--- src/rtl/core/wgit_pkg.sv ---
package wgit_pkg;

  localparam int unsigned BOARD_SIZE_DEF  = 8;
  localparam int unsigned PIXEL_WIDTH_DEF = 16;
  localparam int unsigned COEF_EXTRA      = 2;
  localparam int unsigned TILE_CELLS      = 16;

  // One row of B^T: a positive tap and a second tap with its sign.
  typedef struct packed {
    logic [1:0] idx_p;
    logic [1:0] idx_s;
    logic       neg_s;
  } bt_row_t;

  function automatic bt_row_t bt_row(input logic [1:0] i);
    bt_row_t r;
    unique case (i)
      2'd0: r = '{idx_p: 2'd0, idx_s: 2'd2, neg_s: 1'b1};
      2'd1: r = '{idx_p: 2'd1, idx_s: 2'd2, neg_s: 1'b0};
      2'd2: r = '{idx_p: 2'd2, idx_s: 2'd1, neg_s: 1'b1};
      2'd3: r = '{idx_p: 2'd1, idx_s: 2'd3, neg_s: 1'b1};
    endcase
    return r;
  endfunction

endpackage

--- src/rtl/core/wgit_pix_if.sv ---
interface wgit_pix_if #(
  parameter int unsigned PIXEL_WIDTH = wgit_pkg::PIXEL_WIDTH_DEF
);
  logic                   valid;
  logic                   ready;
  logic [PIXEL_WIDTH-1:0] pixel_value;

  modport source (output valid, output pixel_value, input ready);
  modport sink (input valid, input pixel_value, output ready);
endinterface

--- src/rtl/core/wgit_coef_if.sv ---
interface wgit_coef_if #(
  parameter int unsigned COEF_WIDTH = wgit_pkg::PIXEL_WIDTH_DEF + wgit_pkg::COEF_EXTRA
);
  logic                  valid;
  logic                  ready;
  logic [1:0]            tile_row;
  logic [1:0]            tile_col;
  logic [1:0]            coef_row;
  logic [1:0]            coef_col;
  logic [COEF_WIDTH-1:0] coef_value;
  logic                  last_of_tile;

  modport source (
    output valid, output tile_row, output tile_col, output coef_row, output coef_col,
    output coef_value, output last_of_tile, input ready
  );
  modport sink (
    input valid, input tile_row, input tile_col, input coef_row, input coef_col,
    input coef_value, input last_of_tile, output ready
  );
endinterface

--- src/rtl/core/winograd_input_tile_transform.sv ---
// Pixel that completes no tile: input stays ready. Pixel that completes a tile: input ready
// drops while 16 reads through the single plane store port fill the tile, then 16 passes of
// the one combiner emit one coefficient per cycle while the sink is ready; ready returns once
// the last coefficient of the tile is loaded into the output register.
// Reset clears state, position and output valid; the plane store is not cleared.
module winograd_input_tile_transform #(
  parameter int unsigned BOARD_SIZE  = wgit_pkg::BOARD_SIZE_DEF,
  parameter int unsigned PIXEL_WIDTH = wgit_pkg::PIXEL_WIDTH_DEF
) (
  input  logic               clk_i,
  input  logic               rst_ni,
  wgit_pix_if.sink           pix_i,
  wgit_coef_if.source        coef_o
);

  localparam int unsigned CW    = PIXEL_WIDTH + wgit_pkg::COEF_EXTRA;
  localparam int unsigned RW    = $clog2(BOARD_SIZE);
  localparam int unsigned CELLS = BOARD_SIZE * BOARD_SIZE;
  localparam int unsigned AW    = $clog2(CELLS);
  localparam int unsigned SW    = RW + 2;

  localparam logic [1:0] ST_IDLE = 2'd0;
  localparam logic [1:0] ST_LOAD = 2'd1;
  localparam logic [1:0] ST_EMIT = 2'd2;

  localparam logic [4:0] CNT_LOAD_END = 5'd16;
  localparam logic [3:0] CNT_EMIT_END = 4'd15;

  logic [1:0]    state_q, state_d;
  logic [4:0]    cnt_q, cnt_d;
  logic [RW-1:0] row_q, row_d, col_q, col_d;
  logic [RW-1:0] ty_q, ty_d, tx_q, tx_d;

  logic [PIXEL_WIDTH-1:0]        mem_q [CELLS];
  logic [PIXEL_WIDTH-1:0]        rd_q;
  logic signed [PIXEL_WIDTH-1:0] x_q [wgit_pkg::TILE_CELLS];
  logic                          ld_vld_q, ld_in_q;
  logic [3:0]                    ld_idx_q;

  logic          out_vld_q;
  logic [1:0]    tr_q, tc_q, cr_q, cc_q;
  logic [CW-1:0] cv_q;
  logic          last_q;

  logic          accept, trig_r, trig_c, trig;
  logic [AW-1:0] wr_addr, rd_addr;
  logic          rd_en, rd_inside;
  logic [SW-1:0] rd_r, rd_c;
  logic          out_load;
  logic [3:0]    ek;

  wgit_pkg::bt_row_t         rsel, csel;
  logic signed [CW-1:0]      t0, t1, t2, t3, coef;

  assign pix_i.ready = (state_q == ST_IDLE);
  assign accept      = pix_i.valid && pix_i.ready;

  assign trig_r = (row_q == RW'(BOARD_SIZE - 1)) || (!row_q[0] && row_q >= RW'(2));
  assign trig_c = (col_q == RW'(BOARD_SIZE - 1)) || (!col_q[0] && col_q >= RW'(2));
  assign trig   = trig_r && trig_c;

  assign wr_addr = AW'(row_q) * AW'(BOARD_SIZE) + AW'(col_q);

  // Tile origin is (2ty-1, 2tx-1); an off-plane position reads as zero.
  assign rd_en     = (state_q == ST_LOAD) && (cnt_q != CNT_LOAD_END);
  assign rd_r      = SW'({ty_q, 1'b0}) + SW'(cnt_q[3:2]) - SW'(1);
  assign rd_c      = SW'({tx_q, 1'b0}) + SW'(cnt_q[1:0]) - SW'(1);
  assign rd_inside = !rd_r[SW-1] && (rd_r < SW'(BOARD_SIZE))
                  && !rd_c[SW-1] && (rd_c < SW'(BOARD_SIZE));
  assign rd_addr   = AW'(rd_r[RW-1:0]) * AW'(BOARD_SIZE) + AW'(rd_c[RW-1:0]);

  assign ek       = cnt_q[3:0];
  assign out_load = (state_q == ST_EMIT) && (!out_vld_q || coef_o.ready);

  // Shared combiner: coefficient (i,j) of B^T.x.B from four taps.
  always_comb begin
    rsel = wgit_pkg::bt_row(ek[3:2]);
    csel = wgit_pkg::bt_row(ek[1:0]);
    t0 = CW'(x_q[{rsel.idx_p, csel.idx_p}]);
    t1 = CW'(x_q[{rsel.idx_p, csel.idx_s}]);
    t2 = CW'(x_q[{rsel.idx_s, csel.idx_p}]);
    t3 = CW'(x_q[{rsel.idx_s, csel.idx_s}]);
    if (csel.neg_s) begin
      t1 = -t1;
    end
    if (rsel.neg_s) begin
      t2 = -t2;
    end
    if (rsel.neg_s ^ csel.neg_s) begin
      t3 = -t3;
    end
    coef = (t0 + t1) + (t2 + t3);
  end

  always_comb begin
    state_d = state_q;
    cnt_d   = cnt_q;
    row_d   = row_q;
    col_d   = col_q;
    ty_d    = ty_q;
    tx_d    = tx_q;
    unique case (state_q)
      ST_IDLE: begin
        if (accept) begin
          if (col_q == RW'(BOARD_SIZE - 1)) begin
            col_d = '0;
            row_d = (row_q == RW'(BOARD_SIZE - 1)) ? '0 : row_q + RW'(1);
          end else begin
            col_d = col_q + RW'(1);
          end
          if (trig) begin
            ty_d    = (row_q - RW'(1)) >> 1;
            tx_d    = (col_q - RW'(1)) >> 1;
            cnt_d   = '0;
            state_d = ST_LOAD;
          end
        end
      end
      ST_LOAD: begin
        if (cnt_q == CNT_LOAD_END) begin
          cnt_d   = '0;
          state_d = ST_EMIT;
        end else begin
          cnt_d = cnt_q + 5'd1;
        end
      end
      ST_EMIT: begin
        if (out_load) begin
          cnt_d = cnt_q + 5'd1;
          if (ek == CNT_EMIT_END) begin
            state_d = ST_IDLE;
          end
        end
      end
      default: state_d = ST_IDLE;
    endcase
  end

  always_ff @(posedge clk_i or negedge rst_ni) begin
    if (!rst_ni) begin
      state_q   <= ST_IDLE;
      cnt_q     <= '0;
      row_q     <= '0;
      col_q     <= '0;
      ty_q      <= '0;
      tx_q      <= '0;
      ld_vld_q  <= 1'b0;
      out_vld_q <= 1'b0;
    end else begin
      state_q  <= state_d;
      cnt_q    <= cnt_d;
      row_q    <= row_d;
      col_q    <= col_d;
      ty_q     <= ty_d;
      tx_q     <= tx_d;
      ld_vld_q <= rd_en;
      if (out_load) begin
        out_vld_q <= 1'b1;
      end else if (coef_o.ready) begin
        out_vld_q <= 1'b0;
      end
    end
  end

  always_ff @(posedge clk_i) begin
    if (accept) begin
      mem_q[wr_addr] <= pix_i.pixel_value;
    end
    if (rd_en) begin
      rd_q     <= mem_q[rd_addr];
      ld_in_q  <= rd_inside;
      ld_idx_q <= cnt_q[3:0];
    end
    if (ld_vld_q) begin
      x_q[ld_idx_q] <= ld_in_q ? rd_q : '0;
    end
    if (out_load) begin
      tr_q   <= 2'(ty_q);
      tc_q   <= 2'(tx_q);
      cr_q   <= ek[3:2];
      cc_q   <= ek[1:0];
      cv_q   <= coef;
      last_q <= (ek == CNT_EMIT_END);
    end
  end

  assign coef_o.valid        = out_vld_q;
  assign coef_o.tile_row     = tr_q;
  assign coef_o.tile_col     = tc_q;
  assign coef_o.coef_row     = cr_q;
  assign coef_o.coef_col     = cc_q;
  assign coef_o.coef_value   = cv_q;
  assign coef_o.last_of_tile = last_q;

`ifndef SYNTHESIS
  a_trig_starts_load: assert property (@(posedge clk_i) disable iff (!rst_ni)
    (accept && trig) |=> (state_q == ST_LOAD && cnt_q == 5'd0))
    else $error("tile trigger did not start the load sequence");

  a_load_steps: assert property (@(posedge clk_i) disable iff (!rst_ni)
    (state_q == ST_LOAD && cnt_q != CNT_LOAD_END)
      |=> (state_q == ST_LOAD && cnt_q == $past(cnt_q) + 5'd1))
    else $error("load sequencer skipped or stalled");

  a_last_closes_tile: assert property (@(posedge clk_i) disable iff (!rst_ni)
    (out_load && ek == CNT_EMIT_END)
      |=> (coef_o.valid && coef_o.last_of_tile && state_q == ST_IDLE))
    else $error("sixteenth coefficient not flagged or sequencer not idle");

  a_last_index: assert property (@(posedge clk_i) disable iff (!rst_ni)
    (coef_o.valid && coef_o.last_of_tile)
      |-> (coef_o.coef_row == 2'd3 && coef_o.coef_col == 2'd3))
    else $error("last flag on a coefficient other than (3,3)");
`endif

endmodule
--- src/flat_wrapper.sv ---
// flat-port wrapper written by rule: the top's interface ports become plain ports
module winograd_input_tile_transform_flat 
#(
  parameter int unsigned BOARD_SIZE  = wgit_pkg::BOARD_SIZE_DEF,
  parameter int unsigned PIXEL_WIDTH = wgit_pkg::PIXEL_WIDTH_DEF
)
  (clk_i, rst_ni, pix_i_valid, pix_i_pixel_value, pix_i_ready, coef_o_valid, coef_o_tile_row, coef_o_tile_col, coef_o_coef_row, coef_o_coef_col, coef_o_coef_value, coef_o_last_of_tile, coef_o_ready);
  wgit_pix_if #(.PIXEL_WIDTH(PIXEL_WIDTH)) pix_i_i ();
  wgit_coef_if coef_o_i ();
  input  logic clk_i;
  input  logic rst_ni;
  input wire logic [$bits(pix_i_i.valid)-1:0] pix_i_valid;
  input wire logic [$bits(pix_i_i.pixel_value)-1:0] pix_i_pixel_value;
  output wire logic [$bits(pix_i_i.ready)-1:0] pix_i_ready;
  output wire logic [$bits(coef_o_i.valid)-1:0] coef_o_valid;
  output wire logic [$bits(coef_o_i.tile_row)-1:0] coef_o_tile_row;
  output wire logic [$bits(coef_o_i.tile_col)-1:0] coef_o_tile_col;
  output wire logic [$bits(coef_o_i.coef_row)-1:0] coef_o_coef_row;
  output wire logic [$bits(coef_o_i.coef_col)-1:0] coef_o_coef_col;
  output wire logic [$bits(coef_o_i.coef_value)-1:0] coef_o_coef_value;
  output wire logic [$bits(coef_o_i.last_of_tile)-1:0] coef_o_last_of_tile;
  input wire logic [$bits(coef_o_i.ready)-1:0] coef_o_ready;
  assign pix_i_i.valid = pix_i_valid;
  assign pix_i_i.pixel_value = pix_i_pixel_value;
  assign pix_i_ready = pix_i_i.ready;
  assign coef_o_valid = coef_o_i.valid;
  assign coef_o_tile_row = coef_o_i.tile_row;
  assign coef_o_tile_col = coef_o_i.tile_col;
  assign coef_o_coef_row = coef_o_i.coef_row;
  assign coef_o_coef_col = coef_o_i.coef_col;
  assign coef_o_coef_value = coef_o_i.coef_value;
  assign coef_o_last_of_tile = coef_o_i.last_of_tile;
  assign coef_o_i.ready = coef_o_ready;
  winograd_input_tile_transform #(.BOARD_SIZE(BOARD_SIZE), .PIXEL_WIDTH(PIXEL_WIDTH)) u_core (.clk_i(clk_i), .rst_ni(rst_ni), .pix_i(pix_i_i), .coef_o(coef_o_i));
endmodule
--- config.mk ---
export PLATFORM = sky130hd
export DESIGN_NAME = winograd_input_tile_transform_flat
export DESIGN_NICKNAME = d
export VERILOG_FILES = /design/src/rtl/core/wgit_pkg.sv /design/src/rtl/core/wgit_pix_if.sv /design/src/rtl/core/wgit_coef_if.sv /design/src/rtl/core/winograd_input_tile_transform.sv /design/src/flat_wrapper.sv
export SDC_FILE = /design/constraint.sdc
export NUM_CORES = 2
export LEC_CHECK = 0
export ABC_AREA = 1
export BUFFER_PORTS_ARGS = -buffer_cell sky130_fd_sc_hd__buf_2
export CORE_ASPECT_RATIO = 0.8
export CORE_MARGIN = 2
export CORE_UTILIZATION = 35
export CTS_BUF_LIST = sky130_fd_sc_hd__clkbuf_4 sky130_fd_sc_hd__clkbuf_8
export CTS_CLUSTER_SIZE = 10
export DETAILED_ROUTE_END_ITERATION = 10
export GPL_TIMING_DRIVEN = 1
export SLEW_MARGIN = 5
export SYNTH_ARGS = -nofsm -noshare
export SYNTH_HDL_FRONTEND = slang
export SYNTH_SLANG_ARGS = --single-unit
--- constraint.sdc ---
create_clock -name clk_i -period 16.5 [get_ports clk_i]
set_input_delay 1.65 -clock clk_i [delete_from_list [all_inputs] [get_ports clk_i]]
set_output_delay 1.65 -clock clk_i [all_outputs]
set_load 0.05 [all_outputs]
; ---- Yosys cells after proc, flatten, opt, wreduce, memory -nomap -nowiden
; Memories as Yosys holds them, arrays and structs flattened. A register that Yosys moved wholly into a read port is not among the register bits.
; Index checks and enable logic that the tools add are counted.
[word_totals]
memories = 2
ramBits = 1280
reg_bits = 51
elab_cells = 110
[op_classes]
n_mux = 25
n_bitwise = 1
eq_ne = 18
n_reduce_logical = 27
n_lt_le_gt_ge = 4
add_sub_neg = 17
[mem_list]
columns = memory, depth, width, rd, rd_ports_with_merged_regs, write_ports, line
row1 = u_core.mem_q, 64, 16, 1, 1, 1, winograd_input_tile_transform.sv:34  ; logic [PIXEL_WIDTH-1:0] mem_q [CELLS];
row2 = u_core.x_q, 16, 16, 4, 0, 1, winograd_input_tile_transform.sv:36  ; logic signed [PIXEL_WIDTH-1:0] x_q [wgit_pkg::TILE_CELLS];
[op_table]
columns = operator, count
row1 = 18-bit 2-to-1 mux, 3
row2 = 16-bit negator with 18-bit output, 3
row3 = 5-bit one-hot mux with 4 select lines, 2
row4 = 18-bit adder, 2
row5 = 5-bit 2-to-1 mux, 4
row6 = 16-bit by 18-bit adder with 18-bit output, 1
row7 = 16-bit 2-to-1 mux, 1
row8 = 5-bit one-hot mux with 3 select lines, 1
row9 = 6-bit by 3-bit adder with 6-bit output, 2
row10 = "2-bit == test, second input constant", 5
row11 = "5-bit by 4-bit less-than comparator with 1-bit output, second input constant", 2
row12 = 2-bit 2-to-1 mux, 5
row13 = "5-bit by 1-bit subtractor with 5-bit output, second input constant", 2
row14 = 1-bit logical AND, 9
row15 = 3-bit by 2-bit adder with 4-bit output, 2
row16 = "2-bit != test, second input constant", 4
row17 = "3-bit by 1-bit adder with 3-bit output, second input constant", 2
row18 = "2-bit by 1-bit == test with 1-bit output, second input constant", 3
row19 = "3-bit == test, second input constant", 2
row20 = "3-bit by 2-bit >= comparator with 1-bit output, second input constant", 2
row21 = 2-bit logical NOT, 3
row22 = 1-bit 2-to-1 mux, 6
row23 = 3-bit 2-to-1 mux, 2
row24 = 2-bit one-hot mux with 3 select lines, 1
row25 = other kinds (15), 23

; ---- Logic depth before layout (Yosys ltp)
[depth]
depth_word = 7
depth_mapped = 37

; ---- Worst setup path before layout
; No wires, ideal clock.
[synth_timing]
kind = register to register
start = register u_core.cnt_q[0]
end = register u_core.cv_q[15] (netlist: u_core.coef_o.coef_value[15]), data pin
required_time_ns = 16.235
n_path_buf = 8
path_stages_with_launch = 30
arrival_ns = 6.033
path_slack_ns = 10.202
cell_sequence = dfrtp_1 -> inv_1 -> clkbuf_1 -> clkbuf_1 -> buf_2 -> clkbuf_1 -> ha_1 -> buf_6 -> inv_4 -> buf_6 -> buf_6 -> buf_6 -> o211ai_1 -> nand3_1 -> ha_1 -> o21ai_0 -> fa_1 -> fa_1 -> inv_1 -> ha_1 -> inv_1 -> fa_1 -> nor4_1 -> nor2_1 -> o21ai_0 -> a21oi_1 -> o21bai_1 -> a21boi_0 -> o21ai_0 -> xor2_1
[synth_between]
elab_chain_len = 7
[synth_rtl]
columns = item, line
row1 = start: declaration, winograd_input_tile_transform.sv:30  ; logic [4:0] cnt_q, cnt_d;
row2 = start signal: assignment, winograd_input_tile_transform.sv:151  ; cnt_q <= cnt_d;
row3 = "2-bit == test, or another cell as far along", wgit_pkg.sv:17  ; unique case (i)
row4 = 5-bit one-hot mux with 4 select lines *, wgit_pkg.sv:17
row5 = memory 16 x 16 bit, n/a
row6 = "16-bit negator with 18-bit output, on equally long branches", "winograd_input_tile_transform.sv:84, winograd_input_tile_transform.sv:87, winograd_input_tile_transform.sv:90"
row7 = "18-bit 2-to-1 mux, on equally long branches", "winograd_input_tile_transform.sv:83, winograd_input_tile_transform.sv:86, winograd_input_tile_transform.sv:89"
row8 = 16-bit by 18-bit adder with 18-bit output / 18-bit adder (equally long branches), winograd_input_tile_transform.sv:92  ; coef = (t0 + t1) + (t2 + t3);
row9 = 18-bit adder *, winograd_input_tile_transform.sv:92
row10 = via u_core.coef[15], winograd_input_tile_transform.sv:53  ; logic signed [CW-1:0] t0, t1, t2, t3, coef;
row11 = end signal: assignment, winograd_input_tile_transform.sv:182  ; cv_q <= coef;
row12 = end: declaration, winograd_input_tile_transform.sv:42  ; logic [CW-1:0] cv_q;
; The timed path passes the listed nets; every way through them passes the cells marked *.
; A chain may end at the register's enable or synchronous reset.

; ---- Final worst setup path
; Ends and elaborated chain as after synthesis.

==> results by group <==
Run status
  • Status: finished, final reports clean

Synthesis
  • Yosys warns: 0
  • Synth top cells by count: edfxtp_1, nor2_1, o21ai_0, nand2_1, nand3_1
  • Post-synth EDFFs: ~1,300
  • Post-synth top area cell: edfxtp_1
  • Mapped Cells: 5,013
  • Seq/Total Area, Yosys: 68.75%
  • #FFs+latches synth: roughly 1,300
  • Post-synth top area share: 67.94%
  • Most frequent cell after synthesis: edfxtp_1
  • Top post-synthesis cells by area: edfxtp_1, o21ai_0, nor2_1
  • Avg Inst Size Synth: 11.71 µm²
  • Cell area after synthesis: about 59,000 µm²
  • Fraction of registers with async set/reset: 1.411%
  • Post-synth top flop: edfxtp_1
  • Syn nets: 5,112
  • Synth cell types: 53

STA
  • Final Skew: roughly 59 ps
  • Setup TNS Final: 0 ps
  • Slew Limit Headroom: 18.52%
  • Final Cycle Share: just under 50%
  • Final setup vio count: 0
  • Fmax: 0.1227 GHz
  • Worst-margin pin slew: 1222 ps
  • Final Slew Violations: 0
  • Final worst path period need: 8153 ps
  • RSZ-0062 raised after global routing: false
  • Final Worst Setup Slack: 8347 ps
  • Hold Fails Final Rpt: 0

Cells and area
  • Fin nets: approximately 5,200
  • Synthesis-to-layout area growth: 12.09%
  • Final cell count without fillers: about 7,500
  • Share of layout cells above drive strength 1: 11.31%

Place
  • Placer congestion estimate: around 0.9
  • Dpl cells: about 7,100
  • HPWL after DPL: 91,800 µm
  • Setup WS pre-CTS: roughly 8400 ps
  • Port bufs: 48

Global route
  • Total grt overflow: 0
  • Largest net degree at the start of global routing: 203
  • First-pass GRT wire length: 247,100 µm
  • Initial antenna violation count: 4
  • Vias in the first global route: 38,230
  • All-layer global routing usage: 19.15%

Clock network
  • Max clock buf depth: 3
  • Worst-skew pair later-pin latency: 940 ps
  • H-tree levels: 4
  • CTS Buf Count: 210
  • CTS clk-pin slew, worst paths: 70 ps
  • Setup bufs post-CTS: 0
  • CTS root buf: clkbuf_8
  • TritonCTS clock tree: yes
  • CTS sink count: around 1,300
  • Cts hold-fix bufs: 0
  • Resized Gates After CTS: 0

Detailed routing
  • Drt pass-1 iters: 8
  • Vias/cell: roughly 5.4
  • DR WL/cell: 22.13 µm
  • Routed WL: 166,100 µm
  • Detailed-route via count: 40,290
  • DRC: 0
  • Iteration-0 DRC Markers: 4,982
  • Post-DRT Antenna Nets: 0

Pwr
  • Switching power: 0.006498 W
  • Switching Fraction: 44.89%
  • Internal Pwr Total: 0.007977 W
  • Reg power frac: 29.9%
  • Max VDD drop: 0.3872 mV
  • Combinational power share: 50.1%
  • LEAKAGE: 22.85 nW
  • Clock Power Share: roughly a fifth
  • Power Dens Cells: approximately 220 nW/µm²

Worst hold path
  • Hold Crit Class: reg2reg

Critical path
  • Most numerous cell on the critical path: inv_1
  • Worst Path Arrival: 8830 ps
  • Critical Path Fanout Max: 135
  • Worst path max stage delay: 1020 ps
  • Slowest-stage cell, CP: buf_4
  • Nature of the critical path startpoint: flip-flop
  • Crit. End Element: flip-flop
  • Kind of critical path: reg2reg
  • WP data required: between 15,000 and 20,000 ps

Die
  • I/O pins: between 40 and 50
  • Initial Utilization: a little over a third
  • Core area: approximately 170,000 µm²
  • Die area: roughly 170,000 µm²
  • Core Rows: 134
  • Die H: 370.3 µm
  • Die width: roughly 460 µm

Run
  • Max-capacitance violation count: 0
## power groups by stage
stage / registers [W] / logic (W) / clock network (W)
2_1_floorplan: 0.00445 / 0.00492 / 0
3_3_place_gp: 0.00439 / 0.00714 / 0
3_5_place_dp: 0.00440 / 0.00721 / 0
4_1_cts: 0.00433 / 0.00723 / 0.00295
5_1_grt: 0.00434 / 0.00812 / 0.00310
6_report: 0.00433 / 0.00726 / 0.00289
## state kept, by name (all words and copies together), names as in the netlist
signal                      count
u_core.cnt_q                    5
u_core.coef_o.coef_col          2
u_core.coef_o.coef_row          2
u_core.coef_o.coef_value       18
u_core.coef_o.last_of_tile      1
u_core.coef_o.tile_col          2
u_core.coef_o.tile_row          2
u_core.coef_o.valid             1
u_core.col_q                    3
u_core.ld_idx_q                 4
u_core.ld_in_q                  1
u_core.ld_vld_q                 1
u_core.mem_q                 1024
u_core.rd_q                    16
u_core.row_q                    3
u_core.state_q                  2
u_core.tx_q                     2
u_core.ty_q                     2
u_core.x_q                    256
## layout make-up
class / instances / area [µm²]
sequential: 1347 / 40360
tap: 2244 / 2808
clock buffer: 277 / 3400
multi-input combinational: 3033 / 15850
fill: 15900 / 100900
timing repair buffer: 181 / 1289
clock inverter: 114 / 908.4
antenna: 2 / 5.005
inverter: 308 / 1177
## logic make-up after synthesis
family / synth area share (%)
compound gates: 10.91
xor+xnor: 0.9699
fa+ha+maj: 2.119
buf+inv: 4.429
flops: 68.75
simple gates: 12.82
## cell usage in the layout, fill, tap and decap left out, types with 16 or more instances in the layout
cell | synthesis | routed
xor2_1 | 41 | 41
nand2_1 | 518 | 518
dfrtp_1 | 19 | 17
clkinv_1 | 1 | 59
buf_2 | 43 | 48
xnor2_1 | 24 | 22
inv_1 | 298 | 295
o22ai_1 | 282 | 282
clkinv_2 | 0 | 28
o211ai_1 | 164 | 164
o21ai_0 | 590 | 590
clkbuf_8 | 0 | 211
fa_1 | 34 | 34
nand3_1 | 487 | 487
ha_1 | 45 | 42
buf_4 | 9 | 129
edfxtp_1 | 1328 | 1328
nor2_1 | 700 | 683
nor2_2 | 12 | 23
or2_2 | 16 | 16
clkbuf_4 | 0 | 66
a21oi_1 | 45 | 45
## stage by stage
step	hold WS [ps]	area, µm²	utilization, %	total power, W
after floorplan	453.1	58700	-	0.009379
after global placement	519.8	61480	36.89	0.01153
after detailed placement	524.4	61480	36.89	0.01160
after CTS	547.2	65790	39.48	0.01451
after global routing	578.0	65790	39.48	0.01557
final	559.0	65800	39.48	0.01448
## critical path: cells and delay by family, from the launching register on
family	cells	cell delay (ps)
AOI/OAI and AO/OA	7	1680
xor gates and xnor gates	2	230
adders and majority gates	5	1820
buffers and inverters	8	2310
DFF	1	760
and+or+nand+nor	8	1000
## final timing paths
path / from / endpoint / slack (ps) / cells after the start
setup / recovery: u_core.cnt_q[0]$_DFFE_PN0P_ / u_core.coef_o.coef_value[15]$_DFFE_PP_ / 8350 / 30
min in group asynchronous: rst_ni / u_core.coef_o.valid$_DFFE_PN0P_ / 670 / 1
hold / removal: u_core.tx_q[1]$_DFFE_PN0P_ / u_core.coef_o.tile_col[1]$_DFFE_PP_ / 560 / 0
max in group asynchronous: rst_ni / u_core.cnt_q[0]$_DFFE_PN0P_ / 15410 / 1
hold reg to reg: u_core.tx_q[1]$_DFFE_PN0P_ / u_core.coef_o.tile_col[1]$_DFFE_PP_ / 560 / 0
setup reg to reg: u_core.cnt_q[0]$_DFFE_PN0P_ / u_core.coef_o.coef_value[15]$_DFFE_PP_ / 8350 / 30
## layer usage
layer,part of all wire (%),up-vias,track usage (%)
met2,42,1958,27.09
met3,11,280,4.865
met1,45,19780,28.53
li1,-,18270,-
met5,0.013,-,0
met4,2.7,4,6.159
Note: power is estimated with default switching activity, not from simulation.
